<file path="src/dds_pkg.sv">
// ----------------------------------------------------------------------------
// Degree-day snowmelt package
// Sizes, codes and word types shared by the snowmelt modules.
// ----------------------------------------------------------------------------
package dds_pkg;

   localparam int CELL_COUNT = 4096;
   localparam int CELL_BITS  = $clog2(CELL_COUNT);
   localparam int DATA_W     = 24;

   localparam logic [DATA_W-1:0] DATA_MAX     = '1;
   localparam logic [16:0]       FRACTION_ONE = 17'h10000;

   localparam int CSR_INDEX_W = 3;
   localparam int CSR_DATA_W  = 17;

   localparam logic [CSR_INDEX_W-1:0] CSR_SNOW_FRACTION        = 3'd0;
   localparam logic [CSR_INDEX_W-1:0] CSR_MELT_FACTOR_TEMP     = 3'd1;
   localparam logic [CSR_INDEX_W-1:0] CSR_MELT_FACTOR_RAIN     = 3'd2;
   localparam logic [CSR_INDEX_W-1:0] CSR_MELT_TEMPERATURE     = 3'd3;
   localparam logic [CSR_INDEX_W-1:0] CSR_SNOWFALL_TEMPERATURE = 3'd4;

   localparam logic [1:0] KIND_COLD = 2'd0;
   localparam logic [1:0] KIND_SNOW = 2'd1;
   localparam logic [1:0] KIND_MELT = 2'd2;

   localparam int LINK_DEPTH = 2;
   localparam int LINK_PTR_W = $clog2(LINK_DEPTH);
   localparam int LINK_CNT_W = $clog2(LINK_DEPTH + 1);

   localparam int OUT_DEPTH = 2;
   localparam int OUT_PTR_W = $clog2(OUT_DEPTH);
   localparam int OUT_CNT_W = $clog2(OUT_DEPTH + 1);

   typedef struct packed {
      logic [11:0]        cell_index;
      logic signed [15:0] air_temperature;
      logic [15:0]        precipitation;
   } req_type;

   typedef struct packed {
      logic [DATA_W-1:0] melt_amount;
      logic [DATA_W-1:0] snow_stored;
      logic [DATA_W-1:0] water_out;
   } rsp_type;

   // Classified word handed from the front end to the store update.
   typedef struct packed {
      logic [CELL_BITS-1:0] cell_addr;
      logic [1:0]           kind;
      logic [15:0]          precip;
      logic [15:0]          snow;
      logic [DATA_W-1:0]    term_temp;
      logic [31:0]          rain_prod;
      logic [15:0]          delta;
   } link_type;

endpackage

</file>
<file path="src/dds_link_queue.sv">
// ----------------------------------------------------------------------------
// Snowmelt link queue
// Short queue of classified words between the front end and the store update.
// ----------------------------------------------------------------------------
module dds_link_queue import dds_pkg::*; (
   input  logic     clock,
   input  logic     reset,
   input  logic     push,
   output logic     full,
   input  link_type push_data,
   input  logic     pop,
   output logic     empty,
   output link_type head
);

   link_type                slot_ff [LINK_DEPTH];
   logic [LINK_PTR_W-1:0]   wr_ptr_ff, wr_ptr_in;
   logic [LINK_PTR_W-1:0]   rd_ptr_ff, rd_ptr_in;
   logic [LINK_CNT_W-1:0]   count_ff, count_in;
   logic                    do_push, do_pop;

   assign full    = (count_ff == LINK_CNT_W'(LINK_DEPTH));
   assign empty   = (count_ff == '0);
   assign head    = slot_ff[rd_ptr_ff];
   assign do_push = push & ~full;
   assign do_pop  = pop & ~empty;

   always_comb begin
      wr_ptr_in = wr_ptr_ff;
      rd_ptr_in = rd_ptr_ff;
      count_in  = count_ff;
      if (do_push) begin
         wr_ptr_in = (wr_ptr_ff == LINK_PTR_W'(LINK_DEPTH - 1)) ? '0 : wr_ptr_ff + 1'b1;
      end
      if (do_pop) begin
         rd_ptr_in = (rd_ptr_ff == LINK_PTR_W'(LINK_DEPTH - 1)) ? '0 : rd_ptr_ff + 1'b1;
      end
      if (do_push && !do_pop) begin
         count_in = count_ff + 1'b1;
      end else if (!do_push && do_pop) begin
         count_in = count_ff - 1'b1;
      end
   end

   always_ff @(posedge clock) begin
      if (reset) begin
         wr_ptr_ff <= '0;
         rd_ptr_ff <= '0;
         count_ff  <= '0;
      end else begin
         wr_ptr_ff <= wr_ptr_in;
         rd_ptr_ff <= rd_ptr_in;
         count_ff  <= count_in;
      end
   end

   always_ff @(posedge clock) begin
      if (do_push) begin
         slot_ff[wr_ptr_ff] <= push_data;
      end
   end

endmodule

</file>
<file path="config.mk">
export PLATFORM = sky130hd
export DESIGN_NAME = dds_link_queue
export DESIGN_NICKNAME = d
export VERILOG_FILES = /design/src/dds_pkg.sv /design/src/dds_link_queue.sv
export SDC_FILE = /design/constraint.sdc
export NUM_CORES = 1
export LEC_CHECK = 0
export BUFFER_PORTS_ARGS = -buffer_cell sky130_fd_sc_hd__buf_2
export CAP_MARGIN = 20
export CORE_MARGIN = 4
export CORE_UTILIZATION = 50
export DETAILED_ROUTE_END_ITERATION = 10
export PLACE_DENSITY = 0.88
export SLEW_MARGIN = 20
export SYNTH_ARGS = -nofsm -noshare
export SYNTH_HDL_FRONTEND = slang
export SYNTH_SLANG_ARGS = --single-unit
</file>
<file path="constraint.sdc">
create_clock -name clock -period 5.3 [get_ports clock]
set_input_delay 0.53 -clock clock [delete_from_list [all_inputs] [get_ports clock]]
set_output_delay 0.53 -clock clock [all_outputs]
set_load 0.01 [all_outputs]
</file>
==> results_dict.tcl <==
set metrics [dict create \
    status "finished, final reports clean" \
    die_h_um 141 \
    cts.reportedPaths.clkPinSlew_ps 60 \
    max-clock-path-buffers 3 \
    fp-row-count 48 \
    pin_count 242 \
    max_cap_violations 0 \
    p_per_area_nw_per_um2 485 \
    switchingPower_w 0.00140 \
    antenna_cells 0 \
    ff2ff_setup_slack_ps 2690 \
    drt_pre_antenna_iters 4 \
    netlist_instances 392 \
    seq_power_share 0.473 \
    leakagePower_nw 4.15 \
    routed_via_density 4.99 \
    ys_top_cells_by_area "edfxtp_1 81%, mux2_2 13%, mux2_4 3.4%" \
    track_usage 0.161 \
    drive_gt1_frac 0.602 \
    finalMaxSlewViolations 0 \
    grt_max_degree 88 \
    max_freq_mhz 312 \
    startpoint_type "flop" \
    antenna_found_initial 0 \
    yosysSeqAreaShare 0.817 \
    nets 773 \
    clkSinkCount 241 \
    coreArea_um2 17300 \
    ant_nets 0 \
    yosys.area.top_type_share 0.805 \
    drt-initial-drc-count 226 \
    synth_edf_count 236 \
    cts_inserted_buffers 24 \
    yosysMostFrequentCell "edfxtp_1" \
    cp.required_ps 4770 \
    vias 4459 \
    drt_wl_total_um 16500 \
    cts_hold_buf 0 \
    avgSynthCellArea_um2 22.4 \
    crit_type "reg2out" \
    syn_to_final_growth_pct 25.0 \
    slew_headroom 0.376 \
    final_cells 893 \
    skew_ps 7.66 \
    dp_cells 849 \
    htree_num_levels 1 \
    synthFlopType "edfxtp_1" \
    irDropWorstVdd_uv 382 \
    finalCritPeriodShare 0.604 \
    p_int_w 0.00393 \
    power_frac_comb 0.229 \
    wl_per_cell_um 18.4 \
    clk-insertion-delay-late_ps 490 \
    overflow 0 \
    yosys_warnings 0 \
    place_congestion 0.739 \
    dieArea_um2 19800 \
    port-buffer-count 241 \
    cts_root_buffer "clkbuf_16" \
    drc 0 \
    cts_tree "built" \
    start_util 0.509 \
    final-setup-viol-count 0 \
    grt_pass1_wl_um 25400 \
    critPathArrivalTime_ps 2670 \
    synth_top_area_cell "edfxtp_1" \
    fp.dieW_um 141 \
    end_kind "primary output" \
    fin_setup_tns_ps 0 \
    holdCritPathClass "in2reg" \
    synth_area_um2 8800 \
    netSwitchingFraction 0.263 \
    worstMarginPinSlew_ps 935 \
    worstPathMaxFanout 59 \
    dp_hpwl_um 11000 \
    hold_viol_final 0 \
    ys_async_sr_fraction 0 \
    grt_pass1_vias 4777 \
    cts_resized 0 \
    clkPwrFrac 0.298 \
    synth-seq-cells 241 \
    synth.top_cells.by_count "236 x edfxtp_1, 98 x mux2_2, 20 x mux2_4" \
    rsz0062_at_grt "no" \
    nFillCells 1175 \
    fin_crit_ps 3200 \
    yosysUniqueCellTypes 15 \
    syn-num-nets 515 \
    post-cts-setup-buffers 0 \
]
[kinds of logic after synthesis]
kind of cell	synth area share
compound gates	0.00284
xor+xnor	0.00299
fa+ha+maj	0.00142
buf+inv	0.0111
flops	0.817
mux	0.160
simple gates	0.00526
[state kept, by name, summed over array words and instances (netlist names), named ones only]
name and count:
rd_ptr_ff 1, count_ff 2, slot_ff 236, wr_ptr_ff 1
[area by class of cell]
| cell class | instances | area, um2 | area share |
|---|---|---|---|
| Clock inverter | 10 | 78.8 | 0.00717 |
| Sequential cell | 241 | 7190 | 0.654 |
| Multi-Input combinational cell | 136 | 1520 | 0.138 |
| Clock buffer | 34 | 679 | 0.0618 |
| Timing Repair Buffer | 245 | 1240 | 0.112 |
| Inverter | 2 | 12.5 | 0.00114 |
| Tap cell | 225 | 282 | 0.0256 |
[layer usage]
metal	up-vias	part of all wire	wire (um)	track usage
met5	-	0	0	0
met4	0	0.015	242	0.0347
met3	20	0.079	1300	0.0424
met2	184	0.53	8780	0.292
met1	2183	0.37	6140	0.194
li1	2072	-	-	-
[critical path, stage by stage, from the launching register on]
cell and delay, ps:
dfxtp_4 860, buf_4 670, mux2_2 420, buf_2 140
[power groups by stage]
stage	Combinational, W	Sequential, W	Clock (W)
global route	0.00132	0.00255	0.00172
finish	0.00122	0.00252	0.00159
CTS	0.00125	0.00253	0.00163
floorplan	0.000844	0.00250	0
detailed placement	0.00123	0.00257	0
global placement	0.00120	0.00254	0
[placed cells by master, fill, tap and decap left out, drive strengths merged, types with 2 or more instances in the layout]
master,instances
edfxtp,236
clkbuf,34
inv,2
xor2,3
buf,245
mux2,118
or3,2
o21ai,3
dfxtp,5
clkinv,8
a21oi,2
nor2,5
[worst paths after layout]
| check | start | cells after the start | to |
|---|---|---|---|
| max | flop | 3 | head[112] |
| max reg2reg | count_ff[0] | 4 | slot_ff[1][21] |
| min reg2reg | rd_ptr_ff | 2 | rd_ptr_ff |
| min | push_data[58] | 1 | slot_ff[1][58] |
[per-stage QoR]
| stage | util | instance area (um2) | power, W | hold slack [ps] | setup slack [ps] |
|---|---|---|---|---|---|
| after detailed placement | 0.592 | 10200 | 0.00380 | 503 | 2450 |
| after global routing | 0.636 | 11000 | 0.00559 | 194 | 1940 |
| after global placement | 0.592 | 10200 | 0.00374 | 473 | 2550 |
| after CTS | 0.636 | 11000 | 0.00541 | 194 | 2070 |
| final | 0.636 | 11000 | 0.00534 | 220 | 2100 |
| after floorplan | - | 8800 | 0.00335 | 452 | 1370 |
(Power assumes the default switching activity.)
