**src/dds_pkg.sv**
```systemverilog
// ----------------------------------------------------------------------------
// Degree-day snowmelt package
// Sizes, codes and word types shared by the snowmelt modules.
// ----------------------------------------------------------------------------
package dds_pkg;

   localparam int CELL_COUNT = 4096;
   localparam int CELL_BITS  = $clog2(CELL_COUNT);
   localparam int DATA_W     = 24;

   localparam logic [DATA_W-1:0] DATA_MAX     = '1;
   localparam logic [16:0]       FRACTION_ONE = 17'h10000;

   localparam int CSR_INDEX_W = 3;
   localparam int CSR_DATA_W  = 17;

   localparam logic [CSR_INDEX_W-1:0] CSR_SNOW_FRACTION        = 3'd0;
   localparam logic [CSR_INDEX_W-1:0] CSR_MELT_FACTOR_TEMP     = 3'd1;
   localparam logic [CSR_INDEX_W-1:0] CSR_MELT_FACTOR_RAIN     = 3'd2;
   localparam logic [CSR_INDEX_W-1:0] CSR_MELT_TEMPERATURE     = 3'd3;
   localparam logic [CSR_INDEX_W-1:0] CSR_SNOWFALL_TEMPERATURE = 3'd4;

   localparam logic [1:0] KIND_COLD = 2'd0;
   localparam logic [1:0] KIND_SNOW = 2'd1;
   localparam logic [1:0] KIND_MELT = 2'd2;

   localparam int LINK_DEPTH = 2;
   localparam int LINK_PTR_W = $clog2(LINK_DEPTH);
   localparam int LINK_CNT_W = $clog2(LINK_DEPTH + 1);

   localparam int OUT_DEPTH = 2;
   localparam int OUT_PTR_W = $clog2(OUT_DEPTH);
   localparam int OUT_CNT_W = $clog2(OUT_DEPTH + 1);

   typedef struct packed {
      logic [11:0]        cell_index;
      logic signed [15:0] air_temperature;
      logic [15:0]        precipitation;
   } req_type;

   typedef struct packed {
      logic [DATA_W-1:0] melt_amount;
      logic [DATA_W-1:0] snow_stored;
      logic [DATA_W-1:0] water_out;
   } rsp_type;

   // Classified word handed from the front end to the store update.
   typedef struct packed {
      logic [CELL_BITS-1:0] cell_addr;
      logic [1:0]           kind;
      logic [15:0]          precip;
      logic [15:0]          snow;
      logic [DATA_W-1:0]    term_temp;
      logic [31:0]          rain_prod;
      logic [15:0]          delta;
   } link_type;

endpackage

```
**src/dds_front.sv**
```systemverilog
// ----------------------------------------------------------------------------
// Snowmelt front end
// Holds the settings, takes input words and sorts each into snowfall, melt or
// cold, with the products that do not depend on the stored snow.
// ----------------------------------------------------------------------------
module dds_front import dds_pkg::*; (
   input  logic                   clock,
   input  logic                   reset,
   input  logic                   clear_busy,
   input  logic                   req_push,
   output logic                   req_full,
   input  req_type                req_data,
   input  logic                   csr_write,
   input  logic [CSR_INDEX_W-1:0] csr_index,
   input  logic [CSR_DATA_W-1:0]  csr_data,
   output logic                   link_push,
   output link_type               link_data,
   input  logic                   link_full
);

   logic [16:0]        snow_fraction_ff, snow_fraction_in;
   logic [15:0]        melt_factor_temp_ff, melt_factor_temp_in;
   logic [15:0]        melt_factor_rain_ff, melt_factor_rain_in;
   logic signed [15:0] melt_temperature_ff, melt_temperature_in;
   logic signed [15:0] snowfall_temperature_ff, snowfall_temperature_in;

   logic    stage_valid_ff, stage_valid_in;
   req_type stage_ff, stage_in;
   logic    accept;

   logic [16:0] delta;
   logic        is_snow;
   logic [16:0] fraction;
   logic [32:0] snow_prod;
   logic [31:0] temp_prod;
   logic [31:0] rain_prod;

   always_comb begin
      snow_fraction_in        = snow_fraction_ff;
      melt_factor_temp_in     = melt_factor_temp_ff;
      melt_factor_rain_in     = melt_factor_rain_ff;
      melt_temperature_in     = melt_temperature_ff;
      snowfall_temperature_in = snowfall_temperature_ff;
      if (csr_write) begin
         case (csr_index)
            CSR_SNOW_FRACTION:        snow_fraction_in        = csr_data;
            CSR_MELT_FACTOR_TEMP:     melt_factor_temp_in     = csr_data[15:0];
            CSR_MELT_FACTOR_RAIN:     melt_factor_rain_in     = csr_data[15:0];
            CSR_MELT_TEMPERATURE:     melt_temperature_in     = $signed(csr_data[15:0]);
            CSR_SNOWFALL_TEMPERATURE: snowfall_temperature_in = $signed(csr_data[15:0]);
            default: ;
         endcase
      end
   end

   assign req_full       = clear_busy | (stage_valid_ff & link_full);
   assign accept         = req_push & ~req_full;
   assign link_push      = stage_valid_ff & ~link_full;
   assign stage_valid_in = accept | (stage_valid_ff & ~link_push);
   assign stage_in       = accept ? req_data : stage_ff;

   always_ff @(posedge clock) begin
      if (reset) begin
         snow_fraction_ff        <= '0;
         melt_factor_temp_ff     <= '0;
         melt_factor_rain_ff     <= '0;
         melt_temperature_ff     <= '0;
         snowfall_temperature_ff <= '0;
         stage_valid_ff          <= 1'b0;
      end else begin
         snow_fraction_ff        <= snow_fraction_in;
         melt_factor_temp_ff     <= melt_factor_temp_in;
         melt_factor_rain_ff     <= melt_factor_rain_in;
         melt_temperature_ff     <= melt_temperature_in;
         snowfall_temperature_ff <= snowfall_temperature_in;
         stage_valid_ff          <= stage_valid_in;
      end
   end

   always_ff @(posedge clock) begin
      stage_ff <= stage_in;
   end

   // The temperature difference needs 17 bits; when it is not negative its
   // low 16 bits hold the whole value.
   assign delta = {stage_ff.air_temperature[15], stage_ff.air_temperature}
                - {melt_temperature_ff[15], melt_temperature_ff};
   assign is_snow  = $signed(stage_ff.air_temperature) < snowfall_temperature_ff;
   assign fraction = (snow_fraction_ff > FRACTION_ONE) ? FRACTION_ONE : snow_fraction_ff;

   assign snow_prod = 33'(fraction) * 33'(stage_ff.precipitation);
   assign temp_prod = 32'(melt_factor_temp_ff) * 32'(delta[15:0]);
   assign rain_prod = 32'(melt_factor_rain_ff) * 32'(stage_ff.precipitation);

   always_comb begin
      link_data.cell_addr = stage_ff.cell_index[CELL_BITS-1:0];
      if (is_snow) begin
         link_data.kind = KIND_SNOW;
      end else if (delta[16]) begin
         link_data.kind = KIND_COLD;
      end else begin
         link_data.kind = KIND_MELT;
      end
      link_data.precip    = stage_ff.precipitation;
      // The snow part never exceeds the precipitation, so 16 bits suffice.
      link_data.snow      = snow_prod[31:16];
      link_data.term_temp = temp_prod[31:8];
      link_data.rain_prod = rain_prod;
      link_data.delta     = delta[15:0];
   end

endmodule

```
**config.mk**
```make
export PLATFORM = sky130hd
export DESIGN_NAME = dds_front
export DESIGN_NICKNAME = d
export VERILOG_FILES = /design/src/dds_pkg.sv /design/src/dds_front.sv
export SDC_FILE = /design/constraint.sdc
export NUM_CORES = 2
export LEC_CHECK = 0
export BUFFER_PORTS_ARGS = -buffer_cell sky130_fd_sc_hd__buf_2
export CORE_UTILIZATION = 40
export CTS_BUF_LIST = sky130_fd_sc_hd__clkbuf_4 sky130_fd_sc_hd__clkbuf_8
export CTS_CLUSTER_DIAMETER = 80
export DETAILED_ROUTE_END_ITERATION = 7
export PLACE_DENSITY = 0.57
export SLEW_MARGIN = 0
export SYNTH_ARGS = -nofsm -noshare
export SYNTH_HDL_FRONTEND = slang
export SYNTH_SLANG_ARGS = --single-unit
```
**constraint.sdc**
```tcl
create_clock -name clock -period 10.21 [get_ports clock]
set_clock_uncertainty 0.2 [all_clocks]
set_input_delay 1.021 -clock clock [delete_from_list [all_inputs] [get_ports clock]]
set_output_delay 1.021 -clock clock [all_outputs]
set_load 0.05 [all_outputs]
```
==> run metrics <==
Die Ht approximately 280 um; syn nets 4567; layout cell share with drive strength beyond 1 under 10%; Synth Register Bits 126; Hold WS 0.258 ns; Yosys warning count 0; Synth Area in Compound Gates roughly 6%; top cell type by total area after synthesis fa_1; Detailed Route Iter0 Violations 1086; largest family of logic cells by synthesized area adder cells; non-filler instance count after layout roughly 4700; crit-path leading delay family adder cells; RSZ-0062 raised after global routing no; Post-Synth Simple-Gate Area between 10% and 20%; Pleak roughly 17 nW; Post-synth EDFFs between 40 and 50; Longest Clk Path Bufs 2; endpoint type of the worst setup path primary output; cell count after synthesis approximately 3600; largest net degree at the start of global routing between 80 and 90; maximum fanout along the worst path 17; critical path class reg -> out; Final period util 95.8%; sequential area share after synthesis 9.57%; Die X about 280 um; CTS H-tree lvls 4; Yosys top cell area share between 30% and 40%; num rows slightly above 100; xor/xnor share of the synthesized area 2.35%; Peak Freq 102 MHz; number of global-route vias before repair approximately 25000; Routed wire per std cell between 15 and 20 um; CTS tree done; DRT antenna net count 0; post-synthesis mux area share less than 1%; Synth Flop Type dfxtp_1; Slowest cell on crit path fa_1; top area cells in the synthesized netlist fa_1 (38%), ha_1 (14%), inv_1 (9.1%); die area 78500 um^2; antenna violations before repair 11; Clock Latency Late Sink ~0.48 ns; Mapped Area roughly 31000 um^2; CTS Buf Count 17; Yosys cell types 69; CTS Sinks around 130; Slew headroom between 20 and 25%; pwr dens 55.4 nW/um^2; Initial Util 40.6%; CTS Root Cell clkbuf_8; # setup viols final 0; status complete, no violations; PortBufs 189; adder-cell share of the synthesized area 52.0%; slowest stage delay, CP roughly 0.54 ns; Least-Margin Pin Slew 1.19 ns; Tmin final 9.78 ns; drt total wl about 80 mm; final hold vios 0; Area Overhead vs Synth 7.72%; Vias/cell roughly 5.0; Slew Viols, Final 0; NumNets Final ~4700; DR pass1 iterations 5; IO Count between 150 and 200; setup tns final 0 ns; core area around 76000 um^2; WP data arrival about 8.6 ns; worst path buffer plus inverter count 8; global-route wire length before repair about 130 mm; Syn Area/Cell around 8.7 um^2; hpwl dp around 64 mm; Post-synth ARST share 0%; CP required about 9.0 ns; global route overflow 0; number of max-cap violations 0; DR DRC count 0; CP startpoint kind flop; global-route usage over all layers 21.0%; Final GP Congestion ~0.85; Placed Cells 4661; Worst path most repeated cell fa_1; Max VDD drop 0.0638 mV; Clock Pin Slew Worst Setup and Hold Paths about 0.090 ns; routed via count 23300; Hold Crit Class reg -> reg
-- path summary, 6_finish.rpt --
path,startpoint,to,slack [ns],cells after the start
worst max-delay path,stage_ff[16]$_DFFE_PP_,link_data[71],0.43,33
worst min-delay path,melt_factor_rain_ff[10]$_SDFFE_PP0P_,melt_factor_rain_ff[10]$_SDFFE_PP0P_,0.26,2
worst max register to register,stage_valid_ff$_SDFF_PP0_,stage_ff[18]$_DFFE_PP_,8.14,3
worst min register to register,melt_factor_rain_ff[10]$_SDFFE_PP0P_,melt_factor_rain_ff[10]$_SDFFE_PP0P_,0.26,2
-- routing by layer --
metal / wire length (um) / share of wire (%) / track usage, %
met4: 730 / 0.92 / 3.31
met5: 107 / 0.13 / 0
met3: 3100 / 3.9 / 2.32
met2: 40000 / 50 / 37.1
met1: 35600 / 45 / 28.1
-- worst reg2reg max path: cells and delay by family (launching register included) --
family          cells  cell delay [ns]
buf+inv             1             0.49
flops               1             0.33
compound gates      1             0.19
simple gates        1             0.49
-- cells by family (layout without fill, tap and decap cells) --
group                      count (synthesis)  after routing
and+or+nand+nor                         1170           1170
buffers and inverters                    945           1043
adders and majority gates                929            929
AOI/OAI and AO/OA                        298            298
DFF                                      126            126
xor gates and xnor gates                  83             83
muxes                                     17             17
other                                      0              1
-- where the power goes --
group	total [mW]	internal (mW)	switching [mW]
clock network	0.457	0.207	0.249
registers	0.569	0.535	0.0337
logic	0.821	0.257	0.565
-- Yosys cell counts (all sizes together), types with 7 or more instances --
cell type    n
a211oi      12
a21o        37
a21oi      152
a31oi        7
and2       233
and3        81
buf         33
clkbuf     159
dfxtp       82
edfxtp      44
fa         594
ha         335
inv        752
mux2i       12
nand2      695
nand2b      23
nand3       18
nand4       10
nor2        45
nor2b       18
nor3        12
nor4         7
o21ai       32
o21bai       9
or2          7
xnor2       57
xor2        26
-- registers in the layout, indices dropped and copies added, names as in the netlist --
| signal | flops |
|---|---|
| link_data | 28 |
| stage_valid_ff | 1 |
| melt_factor_rain_ff | 16 |
| melt_temperature_ff | 16 |
| melt_factor_temp_ff | 16 |
| snowfall_temperature_ff | 16 |
| snow_fraction_ff | 17 |
| stage_ff | 16 |
-- final cells by class --
cell class                 instances  area (um^2)
antenna                            1         2.50
timing repair buffer             258         1480
tap                             1030         1290
fill                            7728        42900
clock buffer                      18          248
inverter                         753         2830
clock inverter                    14          144
sequential                       126         2960
multi-input combinational       2497        24400
-- cell usage in the layout (no fill, tap or decap), types with 53 or more instances in the layout --
cell type,n
fa_1,594
ha_1,335
buf_4,69
xnor2_1,53
buf_2,188
and2_1,230
and3_1,81
dfxtp_1,82
nand2_1,695
inv_1,752
a21oi_1,151
-- through the flow --
step | total power, mW | worst slack, ns | cell area, um^2 | utilization (%)
final | 1.85 | 0.428 | 33300 | 43.8
after global routing | 1.97 | 0.000139 | 33300 | 43.8
after CTS | 1.87 | 0.00530 | 33300 | 43.7
after detailed placement | 1.40 | 0.596 | 32900 | 43.1
after global placement | 1.40 | 0.678 | 32900 | 43.1
after floorplan | 1.16 | 0.436 | 31000 | -
-- repair_timing --
item                       4_1_cts  5_1_grt
hold buffers                     0        0
setup endpoints to repair        1        9
pin swaps                        0        2
gates resized for setup          1       12
setup buffers                    0        3
(Power assumes the default switching activity.)
